File: src/design/cbid_pkg.sv
// ----------------------------------------------------------------------------
// Dispatch stage package
// Transaction types, operation and unit codes, and parameter defaults shared
// by the dispatch core, its channels and its test environment.
// ----------------------------------------------------------------------------
package cbid_pkg;

  localparam int QUEUE_DEPTH_DEF = 16;
  localparam int MAX_WIDTH_DEF   = 8;
  localparam int TAG_BITS_DEF    = 8;

  localparam logic [1:0] FUNC_ENQUEUE = 2'd0;
  localparam logic [1:0] FUNC_CREDIT  = 2'd1;
  localparam logic [1:0] FUNC_TICK    = 2'd2;
  localparam logic [1:0] FUNC_FLUSH   = 2'd3;

  localparam logic [2:0] UNIT_ROB   = 3'd5;
  localparam logic [2:0] STALL_NONE = 3'd0;

  localparam logic [7:0] CREDIT_MAX           = 8'd255;
  localparam logic [3:0] DISPATCH_WIDTH_RESET = 4'd4;

  typedef struct packed {
    logic [1:0] func;
    logic [2:0] target_unit;
    logic [7:0] inst_tag;
    logic [3:0] credit_amount;
  } instr_item_t;

  typedef struct packed {
    logic       inst_valid;
    logic [7:0] out_tag;
    logic [2:0] dest_unit;
    logic [2:0] stall_code;
    logic [4:0] upstream_credits;
    logic       enqueue_dropped;
    logic       last;
  } result_item_t;

endpackage

File: src/design/cbid_stream_if.sv
// ----------------------------------------------------------------------------
// Valid/ready stream channel
// Carries one transaction per clock edge at which valid and ready are high.
// ----------------------------------------------------------------------------
interface cbid_stream_if #(
  parameter type payload_t = logic
) ();

  logic     valid;
  logic     ready;
  payload_t payload;

  modport source (output valid, output payload, input ready);
  modport sink   (input valid, input payload, output ready);

endinterface

File: src/design/credit_based_instruction_dispatch_core.sv
// Enqueue and flush go straight to the result stage; a credit return first
// passes the credit update state. A dispatch tick scans its candidates through
// the walk and check states, then emits each dispatched instruction through
// RAM read, build and output register. Transactions are taken one at a time;
// the sequencer holds the input off until a transaction's last result is loaded.
// Synchronous reset empties the queue, clears all credits and the stall
// reason, and sets the dispatch width to 4; no clearing pass is needed.
// ----------------------------------------------------------------------------
// Credit-based in-order dispatch core
// Keeps an instruction queue in RAM and credit pools per execution unit.
// A tick checks credits in a first pass, then emits results in a second.
// ----------------------------------------------------------------------------
module credit_based_instruction_dispatch_core import cbid_pkg::*; #(
  parameter int QUEUE_DEPTH = QUEUE_DEPTH_DEF,
  parameter int MAX_WIDTH   = MAX_WIDTH_DEF,
  parameter int TAG_BITS    = TAG_BITS_DEF
) (
  input  logic                clk,
  input  logic                rst,
  cbid_stream_if.sink         instr,
  cbid_stream_if.source       result,
  input  logic                cfg_wr_en,
  input  logic [3:0]          cfg_wr_data
);

  localparam int PTR_W      = $clog2(QUEUE_DEPTH);
  localparam int CNT_W      = $clog2(QUEUE_DEPTH + 1);
  localparam int SENT_W     = $clog2(MAX_WIDTH + 1);
  localparam int LW0        = (CNT_W > SENT_W) ? CNT_W : SENT_W;
  localparam int LW         = (LW0 > 4) ? LW0 : 4;
  localparam int STORE_BITS = (TAG_BITS < 8) ? TAG_BITS : 8;
  localparam int ENTRY_W    = STORE_BITS + 3;

  localparam logic [2:0] S_IDLE   = 3'd0;
  localparam logic [2:0] S_CREDIT = 3'd1;
  localparam logic [2:0] S_WALK   = 3'd2;
  localparam logic [2:0] S_CHECK  = 3'd3;
  localparam logic [2:0] S_FETCH  = 3'd4;
  localparam logic [2:0] S_BUILD  = 3'd5;
  localparam logic [2:0] S_EMIT   = 3'd6;

  logic [2:0]            state;
  instr_item_t           item;
  logic [3:0]            dispatch_width;
  logic [PTR_W-1:0]      head;
  logic [PTR_W-1:0]      ptr;
  logic [CNT_W-1:0]      count;
  logic [SENT_W-1:0]     sent;
  logic [SENT_W-1:0]     idx;
  logic [7:0]            unit_credits [5];
  logic [7:0]            reorder_credits;
  logic [2:0]            stall_reason;
  result_item_t          res;
  result_item_t          out_q;
  logic                  out_valid;

  logic                  we;
  logic [PTR_W-1:0]      tail;
  logic [PTR_W:0]        tail_sum;
  logic [PTR_W-1:0]      raddr;
  logic [ENTRY_W-1:0]    wdata;
  logic [ENTRY_W-1:0]    rdata;
  logic [2:0]            rd_unit;
  logic [STORE_BITS-1:0] rd_tag;
  logic [2:0]            in_unit;
  logic                  queue_full;
  logic [LW-1:0]         width_eff;
  logic                  walk_go;
  logic                  last_build;
  logic                  out_free;
  logic                  load;

  logic [2:0]            sel_unit;
  logic                  sel_is_unit;
  logic [7:0]            pool;
  logic [8:0]            sum;
  logic [7:0]            alu_out;
  logic                  stall_hit;

  function automatic logic [PTR_W-1:0] ptr_inc(input logic [PTR_W-1:0] p);
    return (p == PTR_W'(QUEUE_DEPTH - 1)) ? '0 : p + 1'b1;
  endfunction

  function automatic result_item_t plain_result(input logic dropped,
                                                input logic [4:0] freed,
                                                input logic [2:0] stall);
    result_item_t r;
    r = '0;
    r.enqueue_dropped  = dropped;
    r.upstream_credits = freed;
    r.stall_code       = stall;
    r.last             = 1'b1;
    return r;
  endfunction

  assign tail_sum   = {1'b0, head} + (PTR_W + 1)'(count);
  assign tail       = (tail_sum >= (PTR_W + 1)'(QUEUE_DEPTH)) ?
                      PTR_W'(tail_sum - (PTR_W + 1)'(QUEUE_DEPTH)) :
                      tail_sum[PTR_W-1:0];
  assign queue_full = count >= CNT_W'(QUEUE_DEPTH);
  assign in_unit    = (instr.payload.target_unit > UNIT_ROB) ?
                      UNIT_ROB : instr.payload.target_unit;

  assign we    = (state == S_IDLE) && instr.valid &&
                 (instr.payload.func == FUNC_ENQUEUE) && !queue_full;
  assign wdata = {in_unit, instr.payload.inst_tag[STORE_BITS-1:0]};
  assign raddr = (state == S_WALK) ? ptr : head;

  assign rd_unit = rdata[ENTRY_W-1 -: 3];
  assign rd_tag  = rdata[STORE_BITS-1:0];

  cbid_ram #(
    .WIDTH (ENTRY_W),
    .DEPTH (QUEUE_DEPTH)
  ) u_queue (
    .clk   (clk),
    .we    (we),
    .waddr (tail),
    .wdata (wdata),
    .raddr (raddr),
    .rdata (rdata)
  );

  assign width_eff  = (LW'(dispatch_width) > LW'(MAX_WIDTH)) ?
                      LW'(MAX_WIDTH) : LW'(dispatch_width);
  assign walk_go    = (LW'(sent) < width_eff) && (LW'(sent) < LW'(count)) &&
                      (reorder_credits != 8'd0);
  assign last_build = (LW'(idx) + LW'(1)) == LW'(sent);

  // Shared credit unit: saturating add on a return, decrement on a dispatch.
  assign sel_unit    = (state == S_CREDIT) ? item.target_unit : rd_unit;
  assign sel_is_unit = sel_unit < UNIT_ROB;
  assign pool        = sel_is_unit ? unit_credits[sel_unit] : reorder_credits;
  assign sum         = {1'b0, pool} + 9'(item.credit_amount);
  assign alu_out     = (state == S_CREDIT) ?
                       ((sum > 9'(CREDIT_MAX)) ? CREDIT_MAX : sum[7:0]) :
                       pool - 8'd1;
  assign stall_hit   = sel_is_unit && (pool == 8'd0);

  assign out_free = !out_valid || result.ready;
  assign load     = (state == S_EMIT) && out_free;

  assign instr.ready    = (state == S_IDLE);
  assign result.valid   = out_valid;
  assign result.payload = out_q;

  always_ff @(posedge clk) begin
    if (rst) begin
      state           <= S_IDLE;
      head            <= '0;
      ptr             <= '0;
      count           <= '0;
      sent            <= '0;
      idx             <= '0;
      for (int i = 0; i < 5; i++) begin
        unit_credits[i] <= 8'd0;
      end
      reorder_credits <= 8'd0;
      stall_reason    <= STALL_NONE;
      dispatch_width  <= DISPATCH_WIDTH_RESET;
      out_valid       <= 1'b0;
    end else begin
      if (cfg_wr_en) begin
        dispatch_width <= cfg_wr_data;
      end
      if (load) begin
        out_valid <= 1'b1;
      end else if (result.ready) begin
        out_valid <= 1'b0;
      end
      unique case (state)
        S_IDLE: begin
          if (instr.valid) begin
            item <= instr.payload;
            unique case (instr.payload.func)
              FUNC_ENQUEUE: begin
                res <= plain_result(queue_full, 5'd0, stall_reason);
                if (!queue_full) begin
                  count <= count + 1'b1;
                end
                state <= S_EMIT;
              end
              FUNC_CREDIT: begin
                state <= S_CREDIT;
              end
              FUNC_TICK: begin
                sent  <= '0;
                ptr   <= head;
                state <= S_WALK;
              end
              FUNC_FLUSH: begin
                res   <= plain_result(1'b0, 5'(count), stall_reason);
                count <= '0;
                head  <= '0;
                state <= S_EMIT;
              end
            endcase
          end
        end
        S_CREDIT: begin
          if (item.target_unit < UNIT_ROB) begin
            unit_credits[item.target_unit] <= alu_out;
          end else if (item.target_unit == UNIT_ROB) begin
            reorder_credits <= alu_out;
          end
          res   <= plain_result(1'b0, 5'd0, stall_reason);
          state <= S_EMIT;
        end
        S_WALK: begin
          if (walk_go) begin
            if (sent == '0) begin
              stall_reason <= STALL_NONE;
            end
            state <= S_CHECK;
          end else begin
            idx   <= '0;
            state <= S_FETCH;
          end
        end
        S_CHECK: begin
          if (stall_hit) begin
            stall_reason <= rd_unit + 3'd1;
            idx          <= '0;
            state        <= S_FETCH;
          end else begin
            if (sel_is_unit) begin
              unit_credits[rd_unit] <= alu_out;
            end
            reorder_credits <= reorder_credits - 8'd1;
            sent            <= sent + 1'b1;
            ptr             <= ptr_inc(ptr);
            state           <= S_WALK;
          end
        end
        S_FETCH: begin
          if (sent == '0) begin
            res   <= plain_result(1'b0, 5'd0, stall_reason);
            state <= S_EMIT;
          end else begin
            state <= S_BUILD;
          end
        end
        S_BUILD: begin
          res.inst_valid       <= 1'b1;
          res.out_tag          <= 8'(rd_tag);
          res.dest_unit        <= rd_unit;
          res.stall_code       <= stall_reason;
          res.upstream_credits <= last_build ? 5'(sent) : 5'd0;
          res.enqueue_dropped  <= 1'b0;
          res.last             <= last_build;
          state                <= S_EMIT;
        end
        S_EMIT: begin
          if (out_free) begin
            out_q <= res;
            if (res.inst_valid) begin
              head  <= ptr_inc(head);
              count <= count - 1'b1;
              idx   <= idx + 1'b1;
            end
            state <= res.last ? S_IDLE : S_FETCH;
          end
        end
        default: begin
          state <= S_IDLE;
        end
      endcase
    end
  end

  a_count_bound: assert property (@(posedge clk) disable iff (rst)
    count <= CNT_W'(QUEUE_DEPTH))
    else $error("queue occupancy above depth");

  a_accept_leaves_idle: assert property (@(posedge clk) disable iff (rst)
    instr.valid && instr.ready |=> state != S_IDLE)
    else $error("accepted transaction not taken up by the sequencer");

  a_walk_bound: assert property (@(posedge clk) disable iff (rst)
    state == S_CHECK |-> LW'(sent) < width_eff)
    else $error("credit scan beyond dispatch width");

  a_dispatch_uses_reorder: assert property (@(posedge clk) disable iff (rst)
    state == S_CHECK && !stall_hit |=>
    reorder_credits == $past(reorder_credits) - 8'd1)
    else $error("dispatch did not consume a reorder credit");

  a_emit_pops: assert property (@(posedge clk) disable iff (rst)
    load && res.inst_valid |=> count == $past(count) - 1'b1)
    else $error("dispatched result did not pop the queue");

endmodule

File: src/design/cbid_ram.sv
// ----------------------------------------------------------------------------
// Generic RAM
// One write port and one read port with registered read data.
// ----------------------------------------------------------------------------
module cbid_ram #(
  parameter int WIDTH = 8,
  parameter int DEPTH = 16
) (
  input  logic                     clk,
  input  logic                     we,
  input  logic [$clog2(DEPTH)-1:0] waddr,
  input  logic [WIDTH-1:0]         wdata,
  input  logic [$clog2(DEPTH)-1:0] raddr,
  output logic [WIDTH-1:0]         rdata
);

  logic [WIDTH-1:0] mem [DEPTH];

  always_ff @(posedge clk) begin
    if (we) begin
      mem[waddr] <= wdata;
    end
    rdata <= mem[raddr];
  end

endmodule

File: src/flat_wrapper.sv
// flat-port wrapper written by rule: the top's interface ports become plain ports
module credit_based_instruction_dispatch_core_flat import cbid_pkg::*;
#(
  parameter int QUEUE_DEPTH = QUEUE_DEPTH_DEF,
  parameter int MAX_WIDTH   = MAX_WIDTH_DEF,
  parameter int TAG_BITS    = TAG_BITS_DEF
)
  (clk, rst, cfg_wr_en, cfg_wr_data, instr_valid, instr_payload, instr_ready, result_valid, result_payload, result_ready);
  cbid_stream_if #(.payload_t(instr_item_t)) instr_i ();
  cbid_stream_if #(.payload_t(result_item_t)) result_i ();
  input  logic clk;
  input  logic rst;
  input  logic cfg_wr_en;
  input  logic [3:0] cfg_wr_data;
  input wire logic [$bits(instr_i.valid)-1:0] instr_valid;
  input wire logic [$bits(instr_i.payload)-1:0] instr_payload;
  output wire logic [$bits(instr_i.ready)-1:0] instr_ready;
  output wire logic [$bits(result_i.valid)-1:0] result_valid;
  output wire logic [$bits(result_i.payload)-1:0] result_payload;
  input wire logic [$bits(result_i.ready)-1:0] result_ready;
  assign instr_i.valid = instr_valid;
  assign instr_i.payload = instr_payload;
  assign instr_ready = instr_i.ready;
  assign result_valid = result_i.valid;
  assign result_payload = result_i.payload;
  assign result_i.ready = result_ready;
  credit_based_instruction_dispatch_core #(.QUEUE_DEPTH(QUEUE_DEPTH), .MAX_WIDTH(MAX_WIDTH), .TAG_BITS(TAG_BITS)) u_core (.clk(clk), .rst(rst), .instr(instr_i), .result(result_i), .cfg_wr_en(cfg_wr_en), .cfg_wr_data(cfg_wr_data));
endmodule
File: config.mk
export PLATFORM = sky130hd
export DESIGN_NAME = credit_based_instruction_dispatch_core_flat
export DESIGN_NICKNAME = d
export VERILOG_FILES = /design/src/design/cbid_pkg.sv /design/src/design/cbid_stream_if.sv /design/src/design/credit_based_instruction_dispatch_core.sv /design/src/design/cbid_ram.sv /design/src/flat_wrapper.sv
export SDC_FILE = /design/constraint.sdc
export NUM_CORES = 1
export LEC_CHECK = 0
export BUFFER_PORTS_ARGS = -buffer_cell sky130_fd_sc_hd__buf_2
export CORE_MARGIN = 3
export CORE_UTILIZATION = 40
export DETAILED_ROUTE_END_ITERATION = 6
export GPL_TIMING_DRIVEN = 0
export PLACE_DENSITY_LB_ADDON = 0.05
export SETUP_SLACK_MARGIN = 0.2
export SLEW_MARGIN = 40
export SYNTH_ARGS = -nofsm -noshare
export SYNTH_HDL_FRONTEND = slang
export SYNTH_SLANG_ARGS = --single-unit
File: constraint.sdc
create_clock -name clk -period 9.86 [get_ports clk]
set_clock_uncertainty 0.1 [all_clocks]
set_input_delay 1.479 -clock clk [delete_from_list [all_inputs] [get_ports clk]]
set_output_delay 1.479 -clock clk [all_outputs]
set_load 0.01 [all_outputs]
==> flow_metrics.env, run 1 <==
export IMPL_status="completed"
export IMPL_numPortBuffers=47
export IMPL_num_vias=9303
export IMPL_post_place_ws_ns=4.398
export IMPL_peakVddDrop_mv=0.1369
export IMPL_synth_cell_types=92
export IMPL_path_common_cell="nand2_1"
export IMPL_antenna_found_initial=0
export IMPL_gp_congestion=0.8159
export IMPL_dieHeight_um=197.3
export IMPL_start_util_pct=40.88
export IMPL_dieArea_um2=38950
export IMPL_synth_ff_type="edfxtp_1"
export IMPL_fin_cells=1674
export IMPL_path_class="reg2reg"
export IMPL_groute_usage_overall_pct=19.65
export IMPL_path_cells="nor4bb_1 -> clkbuf_1 -> a21o_4 -> buf_6 -> mux4_2 -> nor2_1 -> a21oi_1 -> inv_1 -> ha_1 -> nand2_1 -> or4b_4 -> nand2_1 -> a311oi_4 -> a31oi_2 -> nand2_1"
export IMPL_fin_tns_setup_ns=0
export IMPL_drive_above_1_share_pct=18.55
export IMPL_synthArstFlopShare_pct=0
export IMPL_fin_ws_ns=4.419
export IMPL_postCtsSetupRepairBufs=0
export IMPL_clock_sinks=318
export IMPL_crit_slowest_cell="a31oi_2"
export IMPL_maxCapViolCount=0
export IMPL_syn2layout_area_growth_pct=14.82
export IMPL_grt_pass1_vias=9413
export IMPL_critPathArrivalTime_ns=5.51
export IMPL_cts_buffers=37
export IMPL_stdcell_area_um2=16820
export IMPL_root_buffer="clkbuf_16"
export IMPL_cts_tree="done"
export IMPL_synthCells=1092
export IMPL_dpl_hpwl_um=26100
export IMPL_critical_path_buf_inv_count=3
export IMPL_fillCellCount=3195
export IMPL_ys_seq_area_share_pct=61.72
export IMPL_cp_end_kind="flip-flop"
export IMPL_wl_per_cell_um=22.38
export IMPL_start_kind="flip-flop"
export IMPL_crit_path_max_fanout=10
export IMPL_hold_buffers=0
export IMPL_rows=69
export IMPL_tightest_slew_ns=0.7846
export IMPL_cellPowerDensity_nw_per_um2=213.2
export IMPL_viasPerCell=5.557
export IMPL_nets=1241
export IMPL_grt_pass1_wl_um=57660
export IMPL_hold_violations=0
export IMPL_cp_required_ns=9.93
export IMPL_grt_max_degree=23
export IMPL_period_needed_ns=5.441
export IMPL_wirelength_um=37460
export IMPL_placed_cells=1606
export IMPL_antenna_cells=0
export IMPL_synth_edff_count=267
export IMPL_cpPeakStageDelay_ns=0.63
export IMPL_final_common_cell="edfxtp_1"
export IMPL_setup_viol_count_final=0
export IMPL_drt_iter0_markers=662
export IMPL_synth_seq_cells=318
export IMPL_slew_headroom_pct=47.45
export IMPL_fin_util_pct=46.94
export IMPL_hold_class="reg2reg"
export IMPL_syn_area_per_cell_um2=13.41
export IMPL_ant_nets=0
export IMPL_fmax_ghz=0.1838
export IMPL_clk_pin_slew_ns=0.06
export IMPL_drv_slew=0
export IMPL_io_pins=50
export IMPL_cp_top_family="simple AND/OR/NAND/NOR gates"
export IMPL_yosysWarnings=0
export IMPL_most_common_layout_cells="edfxtp_1, nor2_1, nand2_1, buf_2, a21oi_1"
export IMPL_synthesis_nets=1149
export IMPL_rsz0062_at_grt="no"
export IMPL_drc=0
export IMPL_synth_cell_area_um2=14650
export IMPL_power_leakage_uw=0.005884
export IMPL_fin_crit_sh_pct=55.18
export IMPL_h_tree_depth=2
export IMPL_firstDrtPassIters=5
export IMPL_gr_total_overflow=0
export IMPL_clockBufferDepth=3
export IMPL_cts_resized=0
export IMPL_core_um2=35830
export IMPL_clkLatencyLatePin_ns=0.55
export IMPL_die_w_um=197.3
export IMPL_dpl_cell_area_um2=15570
## metrics by stage
step | hold WS, ns | total power [uW]
6_report | 0.3151 | 3585
3_5_place_dp | 0.3045 | 2229
3_3_place_gp | 0.3012 | 2219
5_1_grt | 0.3219 | 3742
2_1_floorplan | 0.3003 | 2011
4_1_cts | 0.3190 | 3620
## cell families after synthesis
family                   share of synthesized area, %
AND/OR/NAND/NOR                                 10.69
flip-flops                                      61.72
AO/OA/AOI/OAI                                   10.71
buffers and inverters                           2.794
multiplexers                                    10.09
adder cells (fa/ha/maj)                         2.751
XOR/XNOR                                        1.256
## final cells by class
cell class,instances,area [um2],share of cell area [%]
Sequential cell,318,9039,53.75
Multi-Input combinational cell,676,5279,31.39
Clock buffer,48,998.5,5.938
Tap cell,461,576.8,3.430
Timing Repair Buffer,53,286.5,1.704
Buffer,60,266.5,1.585
Clock inverter,20,227.7,1.354
Inverter,38,142.6,0.8482
## Yosys cell counts, types with 8 or more instances
| library cell | number | area, um2 |
|---|---|---|
| and2_1 | 26 | 162.7 |
| nor2b_1 | 8 | 50.05 |
| nor3_1 | 19 | 95.09 |
| and3_1 | 9 | 56.30 |
| dfxtp_1 | 51 | 1021 |
| mux4_2 | 45 | 1013 |
| a211oi_1 | 26 | 195.2 |
| a21o_1 | 14 | 105.1 |
| mux2i_1 | 36 | 360.4 |
| clkbuf_1 | 40 | 150.1 |
| inv_1 | 38 | 142.6 |
| nor2_1 | 108 | 405.4 |
| xnor2_1 | 12 | 105.1 |
| o21ai_0 | 31 | 155.2 |
| nand3_1 | 20 | 100.1 |
| buf_2 | 8 | 40.04 |
| edfxtp_1 | 267 | 8018 |
| nand2_1 | 79 | 296.5 |
| xor2_1 | 9 | 78.83 |
| ha_1 | 29 | 362.9 |
| a21oi_1 | 52 | 260.3 |
| a31oi_1 | 16 | 100.1 |
## worst paths after layout
kind	depth (start not counted)	to	slack (ns)	from
worst max-delay path	15	u_core.unit_credits[3][1]$_SDFFCE_PN0P_	4.42	u_core.item[13]$_DFFE_PP_
worst min-delay path	0	u_core.result.payload[8]$_DFFE_PP_	0.32	u_core.res[8]$_DFFE_PP_
worst max register to register	15	u_core.unit_credits[3][1]$_SDFFCE_PN0P_	4.42	u_core.item[13]$_DFFE_PP_
worst min register to register	0	u_core.result.payload[8]$_DFFE_PP_	0.32	u_core.res[8]$_DFFE_PP_
## power breakdown
group	leakage (uW)	internal (uW)	switching, uW
logic	0.00241	219	433
clock network	0.000593	827	551
registers	0.00288	1520	39.2
## per-layer routing
layer  wire length (um)  track usage (%)
met5                  0                0
met1              16720            26.60
met3               1455            2.814
met2              18280            32.96
met4               1005            6.230
## sequential cells by signal (all words and copies together) (netlist names), 3 cells and up
register	flops
u_core.count	5
u_core.dispatch_width	4
u_core.head	4
u_core.idx	4
u_core.item	7
u_core.ptr	4
u_core.reorder_credits	8
u_core.res	22
u_core.result.payload	22
u_core.sent	4
u_core.stall_reason	3
u_core.state	3
u_core.u_queue.mem	176
u_core.u_queue.rdata	11
u_core.unit_credits	40
(Power assumes the default switching activity.)
==> inputs of run 2 (changes only) <==
==> constraint.sdc (replaced) <==
create_clock -name clk -period 5.1 [get_ports clk]
set_clock_uncertainty 0.1 [all_clocks]
set_input_delay 0.765 -clock clk [delete_from_list [all_inputs] [get_ports clk]]
set_output_delay 0.765 -clock clk [all_outputs]
set_load 0.01 [all_outputs]
==> run 2 against run 1 <==
  * Combinational power is 96% higher
  * Critical endpoint is now u_core.unit_credits[3][7]$_SDFFCE_PN0P_
  * Largest power group unchanged
  * Utilization grew 0.21 points
  * Total power up 92%
==> flow_metrics.env, run 2 (synthesis gave the netlist of run 1 again) <==
export IMPL_status="completed"
export IMPL_path_cells="clkbuf_2 -> nor2_1 -> mux2i_2 -> buf_2 -> mux2i_2 -> mux2i_4 -> ha_1 -> a21o_1 -> a21oi_1 -> a2111o_1 -> or3b_2 -> a21oi_2 -> nor3_1"
export IMPL_hold_worst_slack_ns=0.2952
export IMPL_critPathArrivalTime_ns=4.85
export IMPL_path_common_cell="mux2i_2"
export IMPL_routed_wl_met3_um=1570
export IMPL_setup_viol_count_final=0
export IMPL_drc=0
export IMPL_multi_input_area_um2=5359
export IMPL_rows=69
export IMPL_wirelength_um=37090
export IMPL_clockBufferDepth=3
export IMPL_fin_ws_ns=0.4421
export IMPL_largest_register_ffs=176
export IMPL_post_place_ws_ns=-0.3065
export IMPL_root_buffer="clkbuf_16"
export IMPL_firstDrtPassIters=5
export IMPL_core_um2=35830
export IMPL_fin_util_pct=47.14
export IMPL_gp_congestion=0.8225
export IMPL_met2_length_um=17780
export IMPL_regArea_um2=9039
export IMPL_clkPwrFrac_pct=37.6
export IMPL_numPortBuffers=47
export IMPL_antenna_cells=0
export IMPL_hold_class="in2reg"
export IMPL_crit_slowest_cell="dfxtp_1"
export IMPL_io_pins=50
export IMPL_path_class="reg2reg"
export IMPL_most_common_layout_cells="edfxtp_1, nor2_1, nand2_1, buf_2"
export IMPL_rsz0062_at_grt="no"
export IMPL_cp_end_kind="flip-flop"
export IMPL_top_regs="u_core.u_queue.mem (176), u_core.unit_credits (40)"
export IMPL_p_int_uw=4888
export IMPL_fmax_ghz=0.2147
export IMPL_grt_max_degree=23
export IMPL_fillCellCount=3208
export IMPL_wl_per_cell_um=22.12
export IMPL_syn2layout_area_growth_pct=15.33
export IMPL_clock_sinks=318
export IMPL_ant_nets=0
export IMPL_final_common_cell="edfxtp_1"
export IMPL_hold_violations=0
export IMPL_met1_length_um=16610
export IMPL_maxUsedRoutingLayer="met4"
export IMPL_viasPerCell=5.503
export IMPL_groute_usage_overall_pct=19.36
export IMPL_drive_above_1_share_pct=20.23
export IMPL_h_tree_depth=2
export IMPL_largest_register="u_core.u_queue.mem"
export IMPL_fin_crit_sh_pct=91.33
export IMPL_cts_tree="done"
export IMPL_grt_pass1_wl_um=56660
export IMPL_drv_slew=0
export IMPL_start_util_pct=40.88
export IMPL_maxCapViolCount=0
export IMPL_dieArea_um2=38950
export IMPL_tightest_slew_ns=0.7951
export IMPL_p_seq_share_pct=43.7
export IMPL_period_needed_ns=4.658
export IMPL_cp_required_ns=5.29
export IMPL_die_w_um=197.3
export IMPL_antenna_found_initial=0
export IMPL_nets=1246
export IMPL_drt_iter0_markers=732
export IMPL_clkLatencyLatePin_ns=0.56
export IMPL_peakVddDrop_mv=0.2901
export IMPL_num_vias=9228
export IMPL_crit_path_max_fanout=10
export IMPL_power_leakage_uw=0.005897
export IMPL_dpl_hpwl_um=25850
export IMPL_slew_headroom_pct=45.48
export IMPL_cellPowerDensity_nw_per_um2=406.9
export IMPL_cpPeakStageDelay_ns=0.51
export IMPL_cts_buffers=37
export IMPL_start_kind="flip-flop"
export IMPL_gr_total_overflow=0
export IMPL_combPwrFrac_pct=18.6
export IMPL_switchingPower_uw=1985
export IMPL_grt_pass1_vias=9375
export IMPL_clk_pin_slew_ns=0.06
export IMPL_dieHeight_um=197.3
export IMPL_swShare_pct=28.89
export IMPL_p_total_uw=6873
-- run 2: what timing repair did --
item,CTS,global route
pin swaps,2,1
resized for setup,12,14
buffers inserted,4,1
endpoints found under the setup margin,62,95
hold buffers,0,0
-- run 2: metal layers --
metal | up-vias | GRT usage, %
met2 | 225 | 31.79
met1 | 4563 | 26.12
li1 | 4372 | -
met3 | 68 | 3.087
met5 | - | 0
met4 | 0 | 7.313
-- run 2: per-stage QoR --
stage | cell area (um2) | instances | setup TNS (ns)
2_1_floorplan | 14650 | 1092 | 0
3_3_place_gp | 15460 | 1600 | -34.61
3_5_place_dp | 15570 | 1606 | -7.496
4_1_cts | 16840 | 1676 | 0
5_1_grt | 16890 | 1677 | 0
6_report | 16890 | 1677 | 0
-- run 2: path summary, 6_finish.rpt --
kind | from | to | slack (ns) | cells after the start
worst min-delay path | instr_payload[0] | u_core.item[0]$_DFFE_PP_ | 0.30 | 1
worst max-delay path | u_core.u_queue.rdata[9]$_DFF_P_ | u_core.unit_credits[3][7]$_SDFFCE_PN0P_ | 0.44 | 13
worst max register to register | u_core.u_queue.rdata[9]$_DFF_P_ | u_core.unit_credits[3][7]$_SDFFCE_PN0P_ | 0.44 | 13
worst min register to register | u_core.res[12]$_DFFE_PP_ | u_core.result.payload[12]$_DFFE_PP_ | 0.32 | 0
-- run 2: worst max-delay path: cells and delay by family, from the launching register on --
kind            cells  cell delay, ns
compound gates      4            1.05
fa+ha+maj           1            0.38
buf+inv             2            0.66
flops               1            0.51
mux                 3            0.87
simple gates        3            0.80
-- run 2: power groups by stage --
stage / logic [uW] / registers, uW / clock network (uW)
after floorplan: 855 / 3030 / 0
after global placement: 1220 / 3060 / 0
after detailed placement: 1250 / 3060 / 0
after CTS: 1260 / 3010 / 2660
after global routing: 1400 / 3020 / 2750
final: 1280 / 3010 / 2590
-- run 2: cell type report --
class / count / area share (%)
Timing Repair Buffer: 58 / 1.889
Tap cell: 461 / 3.415
Clock inverter: 21 / 1.200
Sequential cell: 318 / 53.52
Buffer: 60 / 1.622
Multi-Input combinational cell: 676 / 31.73
Clock buffer: 45 / 5.786
Inverter: 38 / 0.8445
==> inputs of run 3 (changes only) <==
--- a/config.mk
+++ b/config.mk
@@ -5,6 +5,7 @@
 export SDC_FILE = /design/constraint.sdc
 export NUM_CORES = 1
 export LEC_CHECK = 0
+export ABC_AREA = 1
 export BUFFER_PORTS_ARGS = -buffer_cell sky130_fd_sc_hd__buf_2
 export CORE_MARGIN = 3
 export CORE_UTILIZATION = 40
==> run 3 against run 2 <==
  * First-iteration DRC count grew 1.5%
  * Global-route usage rose by 1.6 points
  * Count of clock-buffer cells in the layout down 4
  * Fmax grew 15%
  * Synthesized cell count up 25%
  * Via count up 11%
  * Sequential cell count did not move
  * Combinational power is 140% higher
  * Die area fell by 1.9%
  * Highest routed layer unchanged
  * Critical endpoint is now u_core.reorder_credits[0]$_SDFFE_PP0P_
  * Sequential share of layout area grew 1.5 points
  * Wire length rose by 9.2%
==> flow_metrics.env, run 3 <==
export IMPL_h_tree_depth=2
export IMPL_crit_end="u_core.reorder_credits[0]$_SDFFE_PP0P_"
export IMPL_cp_end_kind="flip-flop"
export IMPL_cts_tree="done"
export IMPL_ys_seq_area_share_pct=62.96
export IMPL_hold_violations=0
export IMPL_yosysWarnings=0
export IMPL_largest_register="u_core.u_queue.mem"
export IMPL_io_pins=50
export IMPL_cp_required_ns=5.48
export IMPL_grt_pass1_wl_um=60950
export IMPL_tightest_slew_ns=0.9016
export IMPL_setup_viol_count_final=0
export IMPL_fmax_ghz=0.2468
export IMPL_path_depth=22
export IMPL_reg2regPathDepth=22
export IMPL_clkLatencyLatePin_ns=0.56
export IMPL_gp_congestion=0.8324
export IMPL_rsz0062_at_grt="no"
export IMPL_synth_area_leaders="edfxtp_1, dfxtp_1, nor2_1, nand2_1, o21ai_0"
export IMPL_stdcell_area_um2=16440
export IMPL_path_cells="buf_2 -> nand2_2 -> nor2_2 -> nand2_1 -> nand2_2 -> buf_2 -> nand3_1 -> nand3_1 -> nand2_1 -> inv_1 -> ha_1 -> inv_1 -> fa_1 -> o21ai_0 -> nand2_1 -> nor2_1 -> nand2_1 -> nand2_1 -> o21ai_1 -> nor2_1 -> nor3_1 -> nor2_1"
export IMPL_clockBufferDepth=3
export IMPL_hold_buffers=0
export IMPL_firstDrtPassIters=5
export IMPL_synth_cell_area_um2=14360
export IMPL_drive_above_1_share_pct=12.62
export IMPL_critPathArrivalTime_ns=4.43
export IMPL_synth_most_common_cell="edfxtp_1"
export IMPL_r2r_start="u_core.state[0]$_SDFFE_PP0P_"
export IMPL_dpl_hpwl_um=27300
export IMPL_synth_ff_type="edfxtp_1"
export IMPL_grt_max_degree=17
export IMPL_cts_resized=0
export IMPL_period_needed_ns=4.052
export IMPL_gr_total_overflow=0
export IMPL_synthesis_nets=1421
export IMPL_hold_worst_slack_ns=0.3038
export IMPL_groute_usage_overall_pct=20.95
export IMPL_cp_top_family="simple AND/OR/NAND/NOR gates"
export IMPL_synth_edff_count=267
export IMPL_r2r_end="u_core.reorder_credits[0]$_SDFFE_PP0P_"
export IMPL_die_w_um=195.5
export IMPL_rows=68
export IMPL_antenna_cells=0
export IMPL_synth_seq_cells=318
export IMPL_wirelength_um=40520
export IMPL_largest_register_ffs=176
export IMPL_fin_ws_ns=1.048
export IMPL_nets=1515
export IMPL_critical_path_buf_inv_count=4
export IMPL_synth_cell_types=51
export IMPL_drt_iter0_markers=743
export IMPL_dieHeight_um=195.5
export IMPL_fin_cells=1937
export IMPL_dpl_cell_area_um2=15300
export IMPL_power_leakage_uw=0.006160
export IMPL_status="completed"
export IMPL_num_vias=10290
export IMPL_placed_cells=1875
export IMPL_synthArstFlopShare_pct=0
export IMPL_wl_per_cell_um=20.92
export IMPL_root_buffer="clkbuf_16"
export IMPL_postCtsSetupRepairBufs=0
export IMPL_cellPowerDensity_nw_per_um2=538.4
export IMPL_start_kind="flip-flop"
export IMPL_crit_start="u_core.state[0]$_SDFFE_PP0P_"
export IMPL_clock_sinks=318
export IMPL_cpPeakStageDelay_ns=0.41
export IMPL_synth_top_cell_area_share_pct=55.85
export IMPL_fin_crit_sh_pct=79.45
export IMPL_path_class="reg2reg"
export IMPL_start_util_pct=41.05
export IMPL_syn_area_per_cell_um2=10.53
export IMPL_syn2layout_area_growth_pct=14.53
export IMPL_ant_nets=0
export IMPL_clk_pin_slew_ns=0.06
export IMPL_maxCapViolCount=0
export IMPL_hold_class="in2reg"
export IMPL_grt_pass1_vias=10160
export IMPL_synth_commonest_cells="edfxtp_1, nor2_1, nand2_1, o21ai_0, inv_1"
export IMPL_crit_path_max_fanout=10
export IMPL_most_common_layout_cells="edfxtp_1, nor2_1, nand2_1, o21ai_0, inv_1"
export IMPL_synth_largest_area_cell="edfxtp_1"
export IMPL_r2r_slack_ns=1.05
export IMPL_dieArea_um2=38200
export IMPL_post_place_ws_ns=1.090
export IMPL_peakVddDrop_mv=0.3213
export IMPL_viasPerCell=5.310
export IMPL_final_common_cell="edfxtp_1"
export IMPL_antenna_found_initial=0
export IMPL_cts_buffers=36
export IMPL_top_regs="u_core.u_queue.mem (176), u_core.unit_credits (40)"
export IMPL_slew_headroom_pct=39.89
export IMPL_numPortBuffers=48
export IMPL_drv_slew=0
export IMPL_crit_slowest_cell="fa_1"
export IMPL_path_common_cell="nand2_1"
export IMPL_synthCells=1364
export IMPL_drc=0
export IMPL_core_um2=34970
run 3: worst reg2reg max path: stages (launching register included):
cell     delay [ns]
dfxtp_1        0.31
buf_2          0.23
nand2_2        0.09
nor2_2         0.14
nand2_1        0.08
nand2_2        0.13
buf_2          0.27
nand3_1        0.15
nand3_1        0.12
nand2_1        0.13
inv_1          0.11
ha_1           0.17
inv_1          0.06
fa_1           0.41
o21ai_0        0.39
nand2_1        0.10
nor2_1         0.14
nand2_1        0.17
nand2_1        0.09
o21ai_1        0.27
nor2_1         0.18
nor3_1         0.06
nor2_1         0.11
run 3: cell families (layout without fill, tap and decap cells):
group           Yosys count  count (layout)  share of synthesized area, %
xor+xnor                 22              22                         1.342
simple gates            563             563                         17.36
buf+inv                 173             291                         4.794
flops                   318             318                         62.96
fa+ha+maj                31              31                         2.806
compound gates          257             257                         10.74
run 3: where the power goes:
group | switching [uW] | internal [uW]
sequential | 126 | 3040
combinational | 2270 | 863
clock | 1060 | 1500
total | 3450 | 5400
run 3: how the worst min path moves through the flow:
stage                     slack (ns)                             endpoint  cells past startpoint                startpoint
final                           0.30             u_core.item[3]$_DFFE_PP_                      1          instr_payload[3]
after CTS                       0.28             u_core.item[3]$_DFFE_PP_                      1          instr_payload[3]
after floorplan                 0.30  u_core.result.payload[10]$_DFFE_PP_                      0  u_core.res[10]$_DFFE_PP_
after detailed placement        0.30  u_core.result.payload[17]$_DFFE_PP_                      0  u_core.res[17]$_DFFE_PP_
after global routing            0.28             u_core.item[2]$_DFFE_PP_                      1          instr_payload[2]
after global placement          0.30   u_core.result.payload[8]$_DFFE_PP_                      0   u_core.res[8]$_DFFE_PP_
run 3: routing by layer:
| metal | global-route usage (%) | wire, um | up-vias |
|---|---|---|---|
| met4 | 7.209 | 1263 | 0 |
| met5 | 0 | 0 | - |
| li1 | - | - | 4977 |
| met1 | 26.81 | 17360 | 4941 |
| met3 | 4.055 | 2237 | 80 |
| met2 | 35.70 | 19660 | 288 |
run 3: per-stage QoR:
stage | utilization (%) | power (uW) | setup TNS, ns
final | 47.02 | 8852 | 0
after global placement | 43.37 | 6284 | -6.731
after detailed placement | 43.75 | 6351 | 0
after floorplan | - | 5236 | 0
after CTS | 47.01 | 8920 | 0
after global routing | 47.02 | 9394 | 0
run 3: layout make-up:
class / instances / area (um2)
fill: 3289 / 18530
sequential: 318 / 9039
multi-input combinational: 873 / 4721
clock buffer: 41 / 919.6
tap: 455 / 569.3
inverter: 118 / 445.4
timing repair buffer: 56 / 287.8
buffer: 55 / 242.7
clock inverter: 21 / 217.7
